==> config.mk <==
export PLATFORM = sky130hd
export DESIGN_NAME = scof_rank
export DESIGN_NICKNAME = d
export VERILOG_FILES = /design/src/design/scof_pkg.sv /design/src/design/scof_rank.sv
export SDC_FILE = /design/constraint.sdc
export NUM_CORES = 2
export LEC_CHECK = 0
export CAP_MARGIN = 5
export CORE_MARGIN = 1.5
export CORE_UTILIZATION = 50
export DETAILED_ROUTE_END_ITERATION = 10
export DONT_BUFFER_PORTS = 1
export GPL_ROUTABILITY_DRIVEN = 0
export PLACE_DENSITY = 0.77
export SLEW_MARGIN = 15
export SYNTH_ARGS = -nofsm -noshare
export SYNTH_HDL_FRONTEND = slang
export SYNTH_SLANG_ARGS = --single-unit
==> constraint.sdc <==
create_clock -name clk -period 6.3 [get_ports clk]
set_input_delay 0.315 -clock clk [delete_from_list [all_inputs] [get_ports clk]]
set_output_delay 0.315 -clock clk [all_outputs]
set_load 0.02 [all_outputs]
==> src/design/scof_pkg.sv <==
// ----------------------------------------------------------------------------
// scof_pkg
// shared constants, codes and types of the sparse cell offset block
// ----------------------------------------------------------------------------
package scof_pkg;

  localparam int MAX_DIMS   = 4;
  localparam int MAX_CELLS  = 4096;
  localparam int WORD_BITS  = 32;
  localparam int COORD_BITS = 16;

  localparam int NUM_WORDS  = MAX_CELLS / WORD_BITS;
  localparam int WADDR_W    = $clog2(NUM_WORDS);
  localparam int BIT_W      = $clog2(WORD_BITS);
  localparam int OFS_W      = $clog2(MAX_CELLS);
  localparam int CNT_W      = OFS_W + 1;
  localparam int CARD_W     = COORD_BITS + 1;
  localparam int DIM_W      = (MAX_DIMS > 1) ? $clog2(MAX_DIMS) : 1;
  localparam int RANGE_W    = 2 * COORD_BITS;

  localparam int DCNT_W     = 3;
  localparam int CELL_CFG_W = 13;
  localparam int CFG_IDX_W  = 3;
  localparam int CFG_W      = 32;

  localparam int IN_IDX_LSB   = 0;
  localparam int IN_DATA_LSB  = IN_IDX_LSB + WADDR_W;
  localparam int IN_COORD_LSB = IN_DATA_LSB + WORD_BITS;
  localparam int IN_FIELDS_W  = IN_COORD_LSB + MAX_DIMS * COORD_BITS;
  localparam int IN_TDATA_W   = ((IN_FIELDS_W + 7) / 8) * 8;
  localparam int OUT_FIELDS_W = 2 * OFS_W + 1;
  localparam int OUT_TDATA_W  = ((OUT_FIELDS_W + 7) / 8) * 8;

  typedef enum logic {
    ACT_LOAD  = 1'b0,
    ACT_QUERY = 1'b1
  } action_t;

  typedef enum logic [1:0] {
    STAT_OK        = 2'd0,
    STAT_BAD_RANGE = 2'd1,
    STAT_OUTSIDE   = 2'd2,
    STAT_PAST_END  = 2'd3
  } status_t;

  typedef enum logic [CFG_IDX_W-1:0] {
    CFG_DIM_COUNT  = 3'd0,
    CFG_RANGE_0    = 3'd1,
    CFG_RANGE_1    = 3'd2,
    CFG_RANGE_2    = 3'd3,
    CFG_RANGE_3    = 3'd4,
    CFG_CELL_COUNT = 3'd5
  } cfg_index_t;

  typedef struct packed {
    logic             done;
    status_t          status;
    logic [OFS_W-1:0] offset;
  } offs_res_t;

  typedef struct packed {
    logic             done;
    logic [OFS_W-1:0] dense;
    logic             empty;
  } rank_res_t;

endpackage

==> src/design/scof_rank.sv <==
// ----------------------------------------------------------------------------
// scof_rank
// occupancy bitmap memory and rank sweep, one bitmap word read per cycle
// ----------------------------------------------------------------------------
module scof_rank import scof_pkg::*; (
  input  logic                 clk,
  input  logic                 rst,
  input  logic                 wr_en,
  input  logic [WADDR_W-1:0]   wr_addr,
  input  logic [WORD_BITS-1:0] wr_data,
  input  logic                 start,
  input  logic [OFS_W-1:0]     offset,
  output rank_res_t            res
);

  function automatic logic [BIT_W:0] popcount(input logic [WORD_BITS-1:0] w);
    logic [BIT_W:0] total;
    logic [3:0]     part;
    total = '0;
    for (int b = 0; b < WORD_BITS / 8; b++) begin
      part = '0;
      for (int i = 0; i < 8; i++) begin
        part = part + 4'(w[8*b+i]);
      end
      total = total + (BIT_W+1)'(part);
    end
    return total;
  endfunction

  logic [WORD_BITS-1:0] mem [NUM_WORDS];
  logic [WORD_BITS-1:0] rd_data;
  logic [WADDR_W-1:0]   rd_addr;
  logic                 issuing;
  logic                 rd_valid;
  logic                 rd_last;
  logic [WADDR_W-1:0]   widx;
  logic [BIT_W-1:0]     bit_sel;
  logic [OFS_W-1:0]     acc;
  logic [WORD_BITS-1:0] low_mask;

  always_ff @(posedge clk) begin
    if (wr_en) begin
      mem[wr_addr] <= wr_data;
    end
    rd_data <= mem[rd_addr];
  end

  always_ff @(posedge clk) begin
    if (rst) begin
      issuing  <= 1'b0;
      rd_valid <= 1'b0;
      rd_last  <= 1'b0;
    end else begin
      rd_valid <= issuing;
      rd_last  <= issuing && (rd_addr == widx);
      if (start) begin
        issuing <= 1'b1;
        rd_addr <= '0;
        widx    <= offset[OFS_W-1:BIT_W];
        bit_sel <= offset[BIT_W-1:0];
        acc     <= '0;
      end else begin
        if (issuing) begin
          if (rd_addr == widx) begin
            issuing <= 1'b0;
          end else begin
            rd_addr <= rd_addr + WADDR_W'(1);
          end
        end
        // whole words below the cell's word
        if (rd_valid && !rd_last) begin
          acc <= acc + OFS_W'(popcount(rd_data));
        end
      end
    end
  end

  assign low_mask = ~({WORD_BITS{1'b1}} << bit_sel);

  always_comb begin
    res.done  = rd_valid && rd_last;
    res.dense = acc + OFS_W'(popcount(rd_data & low_mask));
    res.empty = !rd_data[bit_sel];
  end

endmodule

==> results_dict.tcl <==
set metrics [dict create \
    most-common-layout-cells "edfxtp_1, mux2i_1, mux4_2" \
    die_y_microns 572.3 \
    drcViolationCount 0 \
    final_core_util_pct 56.72 \
    cts_buffers 398 \
    min_to "widx[2]" \
    clk_pin_slew_ps 60 \
    crit_family "adder cells" \
    grt-ovfl-total 0 \
    drtPass1Iterations 6 \
    drive_above_1_share_pct 21.38 \
    clock_sinks 4162 \
    mostFrequentLayoutCell "edfxtp_1" \
    cts_tree "built" \
    synthFlopType "edfxtp_1" \
    synth_edf_count 4127 \
    clk_latency_ps 970 \
    hold_class "input port to flop" \
    start_util_pct 50.37 \
    antenna_left 0 \
    min_from "offset[7]" \
    synth-async-reset-ratio_pct 0 \
    crit_chain "buf_6 -> and3_4 -> o211ai_1 -> fa_1 -> fa_1 -> inv_2 -> fa_1 -> inv_2 -> fa_1 -> fa_1 -> inv_1 -> fa_1 -> inv_1 -> fa_2 -> fa_2 -> nor2b_1 -> o21ai_1 -> a21boi_1 -> o21a_2 -> o311ai_2 -> xnor2_1 -> buf_4" \
    ys_warn_count 0 \
    critPathCaptureType "output port" \
    cpMostUsedCell "fa_1" \
    outcome "complete, but fails checks" \
    slew_headroom_pct 14.82 \
    wl_per_cell_microns 33.31 \
    grt_use_total_pct 25.87 \
    seq_area_frac_synth_pct 76.91 \
    max_freq_mhz 135.6 \
    synth.avg_cell_area_sq_um 20.69 \
    synth_cell_types 60 \
    io_pins 69 \
    hold_viol_final 0 \
    die_w_microns 572.3 \
    ys_ff_latch 4162 \
    path_max_fanout 6 \
    rr_startpoint "rd_data[27]" \
    cap_violations 0 \
    areaGrowthSynthToFinish_pct 12.59 \
    setup_viol 11 \
    root_buffer "clkbuf_16" \
    max_stage_delay_ps 570 \
    die-area_sq_um 327500 \
    portBuffers 0 \
    p_leak_nw 58.07 \
    powerDensity_nw_per_um2 361.8 \
    core_area_sq_um 321700 \
    vias_per_cell 6.536 \
    violations "setup timing" \
    grt_pass1_wl_microns 603300 \
    rows 208 \
    num_vias 83700 \
    grt_pass1_vias 82820 \
    dpl.hpwl_microns 233300 \
    syn_inst 7832 \
    drv_slew 0 \
    critPathRequiredTime_ps 5980 \
    antenna_found_initial 38 \
    cts_buffer_depth 4 \
    cp.arrival_ps 7060 \
    cp-start-kind "flop" \
    grt_max_degree 129 \
    syn_area_sq_um 162000 \
    final_nets 8310 \
    cp_slowest_cell "fa_1" \
    drtIter0Drc 14100 \
    critical_path_class "flop to output port" \
    peakVddDrop_mv 1.240 \
    period_share_pct 117.0 \
    timing.rr.end "acc[6]" \
    hold_path_depth 1 \
    period_needed_ps 7373 \
    htreeDepth 5 \
    finalWorstSetupSlack_ps -1073 \
    crit_buf_inv 6 \
    rsz0062_at_grt "true" \
    ff2ff_path_depth 18 \
    worst_slew_pin_slew_ps 1278 \
    wl_microns 426600 \
    finalPower_w 0.06600 \
    r2r_slack_ps 480 \
    skew_ps 62.85 \
    fillCellCount 22590 \
    syn_nets 7970 \
]
where the power goes:
| group | total [W] | switching, W | internal, W |
|---|---|---|---|
| clock network | 0.0227 | 0.0101 | 0.0127 |
| logic | 0.0123 | 0.00729 | 0.00502 |
| registers | 0.0309 | 0.000152 | 0.0308 |
layout make-up:
class	count	area (sq um)	area share, %
Timing Repair Buffer	392	4158	2.279
Multi-Input combinational cell	3135	35700	19.57
Clock inverter	220	1755	0.9622
Clock buffer	491	10440	5.724
Inverter	83	316.6	0.1735
Sequential cell	4162	124600	68.31
Tap cell	4305	5386	2.952
Antenna cell	19	47.55	0.02606
logic make-up (layout without fill, tap and decap cells):
family          Yosys count  count (layout)  synth area share (%)
compound gates         1099            1099                 4.716
xor+xnor                 25              25                0.1351
fa+ha+maj                83              83                0.8772
buf+inv                 535            1186                 1.824
flops                  4162            4162                 76.91
mux                    1502            1502                 14.38
other cells               0              19                     0
simple gates            426             426                 1.151
routing by layer:
metal	global-route usage [%]	up-vias	wire (microns)
li1	-	33320	-
met1	34.68	43200	149100
met2	40.00	6035	197900
met3	6.008	1125	54130
met4	12.97	24	25330
met5	0	-	181
worst max path at each step:
stage / start / slack, ps / end / cells after the start
finish: bit_sel[2] / -1070 / res[9] / 22
global route: bit_sel[0] / -1310 / res[9] / 21
CTS: bit_sel[2] / -1050 / res[11] / 22
detailed placement: bit_sel[2] / -160 / res[9] / 22
global placement: bit_sel[2] / 20 / res[9] / 22
floorplan: bit_sel[1] / 9 / res[9] / 22
sequential cells by signal (all words and copies together) (netlist names):
register / cells
acc: 12
bit_sel: 5
issuing: 1
mem: 4096
rd_addr: 7
rd_data: 32
rd_last: 1
rd_valid: 1
widx: 7
timing repair:
action | CTS | global route
buffers inserted | 6 | 6
hold endpoints to repair | 4423 | 0
hold buffers | 85 | 0
setup endpoints to repair | 11 | 12
pin swaps | 11 | 13
gates resized for setup | 24 | 12
cell usage after synthesis, types with 16 or more instances:
cell type | n | area, sq um
buf_4 | 64 | 480.5
o211ai_1 | 55 | 412.9
nor2b_1 | 19 | 118.9
buf_1 | 31 | 116.4
a211oi_1 | 135 | 1013
o22ai_1 | 54 | 337.8
a22o_1 | 66 | 578.1
o32a_1 | 16 | 160.2
mux2_2 | 92 | 1036
mux2i_1 | 758 | 7587
edfxtp_1 | 4127 | 123900
a21oi_1 | 220 | 1101
dfxtp_1 | 35 | 700.7
inv_1 | 82 | 307.8
mux4_2 | 652 | 14680
nor2_1 | 158 | 593.1
a221oi_1 | 46 | 402.9
buf_2 | 75 | 375.4
o221ai_1 | 54 | 473.0
fa_1 | 51 | 1021
o21ai_0 | 94 | 470.5
clkbuf_1 | 206 | 773.2
a211o_1 | 20 | 175.2
buf_6 | 66 | 743.2
nand3_1 | 58 | 290.3
a31oi_1 | 41 | 256.5
nand2_1 | 131 | 491.7
ha_1 | 32 | 400.4
a22oi_1 | 259 | 1944
per-stage QoR:
stage	area, sq um	hold slack, ps	setup slack [ps]	setup TNS (ps)	cells
3_5_place_dp	168500	413.9	-158.4	-309.8	11980
2_1_floorplan	162100	413.9	9.024	0	7832
5_1_grt	182400	12.80	-1313	-10750	12790
6_report	182400	31.73	-1073	-8415	12810
3_3_place_gp	168500	414.0	15.71	0	11980
4_1_cts	182200	2.212	-1055	-8319	12780
worst register-to-register path: stages (launching register included):
cell	delay, ps
dfxtp_1	420
inv_1	80
fa_1	460
fa_1	540
inv_1	60
fa_1	470
inv_1	50
fa_1	540
fa_1	450
fa_1	500
inv_1	50
fa_1	420
fa_1	470
a21o_1	190
a21oi_1	290
o21bai_1	120
a21oi_1	190
xor2_1	160
nor2_1	50
Power figures use the tool's default switching activity.
