$ cat config.mk
export PLATFORM = sky130hd
export DESIGN_NAME = scof_offset
export DESIGN_NICKNAME = d
export VERILOG_FILES = /design/src/design/scof_pkg.sv /design/src/design/scof_offset.sv
export SDC_FILE = /design/constraint.sdc
export NUM_CORES = 1
export LEC_CHECK = 0
export ABC_CLOCK_PERIOD_IN_PS = 11100
export BUFFER_PORTS_ARGS = -buffer_cell sky130_fd_sc_hd__buf_4
export CORE_MARGIN = 3
export CORE_UTILIZATION = 48
export CTS_BUF_LIST = sky130_fd_sc_hd__clkbuf_4 sky130_fd_sc_hd__clkbuf_8
export DETAILED_ROUTE_END_ITERATION = 16
export PLACE_DENSITY = 0.67
export SLEW_MARGIN = 20
export SYNTH_ARGS = -nofsm -noshare
export SYNTH_HDL_FRONTEND = slang
export SYNTH_SLANG_ARGS = --single-unit
$ cat constraint.sdc
create_clock -name clk -period 11.1 [get_ports clk]
set_input_delay 1.11 -clock clk [delete_from_list [all_inputs] [get_ports clk]]
set_output_delay 1.11 -clock clk [all_outputs]
set_load 0.02 [all_outputs]
$ cat src/design/scof_pkg.sv
// ----------------------------------------------------------------------------
// scof_pkg
// shared constants, codes and types of the sparse cell offset block
// ----------------------------------------------------------------------------
package scof_pkg;

  localparam int MAX_DIMS   = 4;
  localparam int MAX_CELLS  = 4096;
  localparam int WORD_BITS  = 32;
  localparam int COORD_BITS = 16;

  localparam int NUM_WORDS  = MAX_CELLS / WORD_BITS;
  localparam int WADDR_W    = $clog2(NUM_WORDS);
  localparam int BIT_W      = $clog2(WORD_BITS);
  localparam int OFS_W      = $clog2(MAX_CELLS);
  localparam int CNT_W      = OFS_W + 1;
  localparam int CARD_W     = COORD_BITS + 1;
  localparam int DIM_W      = (MAX_DIMS > 1) ? $clog2(MAX_DIMS) : 1;
  localparam int RANGE_W    = 2 * COORD_BITS;

  localparam int DCNT_W     = 3;
  localparam int CELL_CFG_W = 13;
  localparam int CFG_IDX_W  = 3;
  localparam int CFG_W      = 32;

  localparam int IN_IDX_LSB   = 0;
  localparam int IN_DATA_LSB  = IN_IDX_LSB + WADDR_W;
  localparam int IN_COORD_LSB = IN_DATA_LSB + WORD_BITS;
  localparam int IN_FIELDS_W  = IN_COORD_LSB + MAX_DIMS * COORD_BITS;
  localparam int IN_TDATA_W   = ((IN_FIELDS_W + 7) / 8) * 8;
  localparam int OUT_FIELDS_W = 2 * OFS_W + 1;
  localparam int OUT_TDATA_W  = ((OUT_FIELDS_W + 7) / 8) * 8;

  typedef enum logic {
    ACT_LOAD  = 1'b0,
    ACT_QUERY = 1'b1
  } action_t;

  typedef enum logic [1:0] {
    STAT_OK        = 2'd0,
    STAT_BAD_RANGE = 2'd1,
    STAT_OUTSIDE   = 2'd2,
    STAT_PAST_END  = 2'd3
  } status_t;

  typedef enum logic [CFG_IDX_W-1:0] {
    CFG_DIM_COUNT  = 3'd0,
    CFG_RANGE_0    = 3'd1,
    CFG_RANGE_1    = 3'd2,
    CFG_RANGE_2    = 3'd3,
    CFG_RANGE_3    = 3'd4,
    CFG_CELL_COUNT = 3'd5
  } cfg_index_t;

  typedef struct packed {
    logic             done;
    status_t          status;
    logic [OFS_W-1:0] offset;
  } offs_res_t;

  typedef struct packed {
    logic             done;
    logic [OFS_W-1:0] dense;
    logic             empty;
  } rank_res_t;

endpackage

$ cat src/design/scof_offset.sv
// ----------------------------------------------------------------------------
// scof_offset
// range checks and row-major offset, one dimension per cycle on a shared
// multiply-add
// ----------------------------------------------------------------------------
module scof_offset import scof_pkg::*; (
  input  logic                                  clk,
  input  logic                                  rst,
  input  logic                                  start,
  input  logic [MAX_DIMS-1:0][COORD_BITS-1:0]   coord,
  input  logic [MAX_DIMS-1:0][RANGE_W-1:0]      range_cfg,
  input  logic [DCNT_W-1:0]                     dim_count,
  input  logic [CELL_CFG_W-1:0]                 cell_count,
  output offs_res_t                             res
);

  localparam int PROD_W = CNT_W + CARD_W;
  localparam int MAC_W  = PROD_W + 1;
  localparam logic [MAC_W-1:0] SAT_MAX = MAC_W'((2 ** CNT_W) - 1);

  typedef enum logic [2:0] {
    O_IDLE = 3'b001,
    O_RUN  = 3'b010,
    O_FIN  = 3'b100
  } ostate_t;

  ostate_t                            state;
  logic [DCNT_W-1:0]                  dims_eff;
  logic [DIM_W-1:0]                   dims_last;
  logic                               bad_range;
  logic                               bad_coord;
  logic [MAX_DIMS-1:0][COORD_BITS-1:0] norm_in;
  logic [MAX_DIMS-1:0][CARD_W-1:0]    card_in;
  logic [MAX_DIMS-1:0][COORD_BITS-1:0] norm;
  logic [MAX_DIMS-1:0][CARD_W-1:0]    card;
  status_t                            status_r;
  logic [CNT_W-1:0]                   off;
  logic [DIM_W-1:0]                   dcnt;
  logic [DIM_W-1:0]                   last_r;
  logic [PROD_W-1:0]                  prod;
  logic [MAC_W-1:0]                   mac;
  logic [CELL_CFG_W-1:0]              cells_eff;
  logic                               past_end;

  always_comb begin
    if (dim_count == '0) begin
      dims_eff = DCNT_W'(1);
    end else if (dim_count > DCNT_W'(MAX_DIMS)) begin
      dims_eff = DCNT_W'(MAX_DIMS);
    end else begin
      dims_eff = dim_count;
    end
    dims_last = DIM_W'(dims_eff - DCNT_W'(1));
  end

  // per-dimension checks, all lanes side by side
  always_comb begin
    logic [COORD_BITS-1:0] left;
    logic [COORD_BITS-1:0] right;
    logic                  used;
    bad_range = 1'b0;
    bad_coord = 1'b0;
    for (int d = 0; d < MAX_DIMS; d++) begin
      left       = range_cfg[d][COORD_BITS-1:0];
      right      = range_cfg[d][RANGE_W-1:COORD_BITS];
      used       = DCNT_W'(d) < dims_eff;
      bad_range  = bad_range | (used & (right < left));
      bad_coord  = bad_coord | (used & ((coord[d] < left) | (coord[d] > right)));
      norm_in[d] = coord[d] - left;
      card_in[d] = {1'b0, right} - {1'b0, left} + CARD_W'(1);
    end
  end

  always_comb begin
    prod = PROD_W'(off) * PROD_W'(card[dcnt]);
    mac  = MAC_W'(prod) + MAC_W'(norm[dcnt]);
  end

  always_comb begin
    if (cell_count > CELL_CFG_W'(MAX_CELLS)) begin
      cells_eff = CELL_CFG_W'(MAX_CELLS);
    end else begin
      cells_eff = cell_count;
    end
    past_end = CELL_CFG_W'(off) >= cells_eff;
  end

  always_ff @(posedge clk) begin
    if (rst) begin
      state <= O_IDLE;
    end else begin
      case (state)
        O_IDLE: begin
          if (start) begin
            norm   <= norm_in;
            card   <= card_in;
            off    <= '0;
            dcnt   <= '0;
            last_r <= dims_last;
            if (bad_range) begin
              status_r <= STAT_BAD_RANGE;
              state    <= O_FIN;
            end else if (bad_coord) begin
              status_r <= STAT_OUTSIDE;
              state    <= O_FIN;
            end else begin
              status_r <= STAT_OK;
              state    <= O_RUN;
            end
          end
        end
        O_RUN: begin
          // running offset saturates; it never shrinks, so a cap still ends past the cells
          off <= (mac > SAT_MAX) ? '1 : mac[CNT_W-1:0];
          if (dcnt == last_r) begin
            state <= O_FIN;
          end else begin
            dcnt <= dcnt + DIM_W'(1);
          end
        end
        O_FIN: begin
          state <= O_IDLE;
        end
        default: begin
          state <= O_IDLE;
        end
      endcase
    end
  end

  always_comb begin
    res.done   = (state == O_FIN);
    res.status = status_r;
    res.offset = off[OFS_W-1:0];
    if (status_r == STAT_OK && past_end) begin
      res.status = STAT_PAST_END;
    end
  end

endmodule

==> flow_summary.json <==
{
  "p_clk_share_pct": 6.6,
  "register_area_um2": 4594,
  "hold_buffers": 0,
  "pwr-share-seq_pct": 11.9,
  "async_reset_ff_share_pct": 0,
  "num_vias": 17680,
  "synth.avg_cell_area_um2": 9.586,
  "ys_types": 76,
  "clock_latency_ns": 0.47,
  "critical_path_required_ns": 11.31,
  "synthesis.area_um2": 22930,
  "syn_to_final_growth_pct": 11.17,
  "swShare_pct": 52.01,
  "placementRows": 79,
  "clockBufferDepth": 2,
  "overflow": 0,
  "cts_buffers": 17,
  "worst_slack_ns": 2.331,
  "crit_arrival_ns": 8.98,
  "ios": 226,
  "max_stage_delay_ns": 0.74,
  "grt_max_degree": 77,
  "fin_nets": 3377,
  "ys_warn_count": 0,
  "hpwl_um": 55230,
  "wl_per_cell_um": 20.43,
  "cts_resized": 0,
  "cpMaxStageDelayCell": "mux4_2",
  "initialDrtViolationCount": 1103,
  "route.detailed.drc": 0,
  "die_area_um2": 50430,
  "drv_cap": 0,
  "worstHoldPathCells": 1,
  "worst-r2r-cell-count": 22,
  "antenna_found_initial": 4,
  "drtAntennaViolNets": 0,
  "p_per_area_nw_per_um2": 245.6,
  "detail_route.first_pass.iterations": 5,
  "place_ws_ns": 2.347,
  "max-slew-margin-rel_pct": 27.07,
  "crit_path_start_kind": "flip-flop",
  "synth_top_area_share_pct": 20.30,
  "htreeDepth": 4,
  "drive_gt1_share_pct": 12.03,
  "clock_sinks": 154,
  "nFillCells": 4239,
  "min_period_ns": 8.769,
  "drv_slew": 0,
  "ys_seq_elements": 154,
  "synth_edf_count": 151,
  "synthTopCellsByArea": "ha_1 20%, edfxtp_1 20%, fa_1 19%",
  "max_freq_ghz": 0.1140,
  "skew_ns": 0.01206,
  "ys.flop_type": "edfxtp_1",
  "cpMostUsedCell": "fa_1",
  "multi_input_area_um2": 16350,
  "clockRootBuffer": "clkbuf_8",
  "grt_pass1_vias": 19022,
  "worst_pin_slew_ns": 1.094,
  "gp_congestion": 0.9422,
  "combPwrFrac_pct": 81.6,
  "port_buffers": 225,
  "finalCritPeriodShare_pct": 79.00,
  "finalSetupViolCount": 0,
  "synth_top_area_cell": "ha_1",
  "postSynthCellCount": 2392,
  "die_x_um": 224.6,
  "postCtsSetupBuffers": 0,
  "hold_viol_final": 0,
  "rsz0062_at_grt": "no",
  "die_h_um": 224.6,
  "path_clk_slew_ns": 0.08,
  "status": "completed",
  "tns_ns": 0,
  "p_int_w": 0.003004,
  "leakage_nw": 12.40,
  "initial_utilization_pct": 48.94,
  "syn_nets": 3189,
  "cts_tree": "built",
  "avgViaCountPerCell": 5.523,
  "ys_seq_area_share_pct": 20.04,
  "worstSetupPathType": "reg2reg",
  "coreArea_um2": 46850,
  "hold_path_class": "reg2reg",
  "end_kind": "flip-flop",
  "crit_chain": "buf_4, mux4_2, and2_1, fa_1, fa_1, fa_1, fa_1, fa_1, inv_1, fa_1, inv_1, ha_1, nand2_1, nor3_1, nand2b_1, mux2i_1, or4_1, a311oi_1, o2111ai_1, nor4_2, nand4_2, o21a_1",
  "p_sw_w": 0.003256,
  "grt_pass1_wl_um": 102900,
  "grt_use_total_pct": 26.44,
  "crit_path_max_fanout": 31,
  "wirelength_um": 65400,
  "fin_hold_ws_ns": 0.5990,
  "vdd_drop_max_v": 0.0003086
}
## cells by family (layout without fill, tap and decap cells)
kind of cell | after synthesis | after routing | synth area share (%)
compound gates | 402 | 402 | 11.26
xor+xnor | 124 | 124 | 4.736
fa+ha+maj | 586 | 586 | 38.98
buf+inv | 508 | 709 | 8.665
flops | 154 | 154 | 20.04
mux | 39 | 39 | 3.503
other cells | 0 | 1 | 0
simple gates | 579 | 579 | 12.81
## power by group through the flow
stage	Sequential, W	Combinational, W	Clock, W
global placement	0.000754	0.00506	0
finish	0.000742	0.00511	0.000412
CTS	0.000742	0.00508	0.000422
floorplan	0.000735	0.00394	0
detailed placement	0.000755	0.00503	0
global route	0.000745	0.00571	0.000445
## stage by stage
stage	utilization [%]	cells	total power (W)	cell area, µm²
4_1_cts	54.40	3200	0.006243	25490
5_1_grt	54.41	3201	0.006901	25490
3_3_place_gp	53.60	3168	0.005817	25110
2_1_floorplan	-	2392	0.004678	22930
3_5_place_dp	53.60	3168	0.005781	25110
6_report	54.41	3201	0.006260	25490
## Yosys cell counts (all sizes together) (4+ instances only)
cell type,n
inv,446
or3,4
mux4,33
ha,372
nand4,18
buf,23
xor2,48
and4,5
a31oi,14
and3,12
a21boi,6
nor3b,6
nand3b,6
nand2,197
nand2b,30
a21oi,121
mux2i,6
xnor2,76
edfxtp,151
o21ai,92
o21bai,24
a221oi,5
nor4,6
o211ai,5
nor2,75
fa,214
or2,4
clkbuf,39
o21a,32
o22ai,4
and2,111
nand3,28
nor3,30
nor2b,39
a211oi,13
a41oi,6
a211o,6
a21o,37
## routing by layer
metal / GRT usage (%) / wire [µm]
met1: 34.67 / 28160
met3: 2.819 / 3061
met4: 9.453 / 2361
met5: 0 / 0
met2: 45.69 / 31820
## cell type report
type / instances / area share (%)
multi-input combinational: 1730 / 64.13
sequential: 154 / 18.02
timing repair buffer: 231 / 6.803
inverter: 446 / 6.577
tap: 607 / 2.979
clock buffer: 19 / 0.9768
clock inverter: 13 / 0.4958
antenna: 1 / 0.009817
## flip-flops by register name (all words and copies together), names as in the netlist
signal	count
off	13
card	68
dcnt	2
last_r	2
state	3
status_r	2
norm	64
## layout by cell type (no fill, tap or decap), types with 39 or more instances in the layout
cell      synthesis  final
xor2_1           48     48
buf_4            12    231
o21ai_0          84     84
a21oi_1         121    121
and2_1          111    111
nand2_1         197    197
ha_1            372    372
edfxtp_1        151    151
xnor2_1          76     76
nor2b_1          39     39
inv_1           446    445
fa_1            214    214
nor2_1           75     75
## final timing paths
path,from,end,slack (ns)
max,dcnt[0],off[3],2.33
min,state[2],state[0],0.60
max reg2reg,dcnt[0],off[3],2.33
min reg2reg,state[2],state[0],0.60
## worst max-delay path: cells and delay by family, from the launching register on
family / cells / cell delay (ns)
compound gates: 3 / 0.76
flops: 1 / 0.56
mux: 2 / 0.80
simple gates: 7 / 2.02
fa+ha+maj: 7 / 3.63
buf+inv: 3 / 0.72
Power figures use the tool's default switching activity.
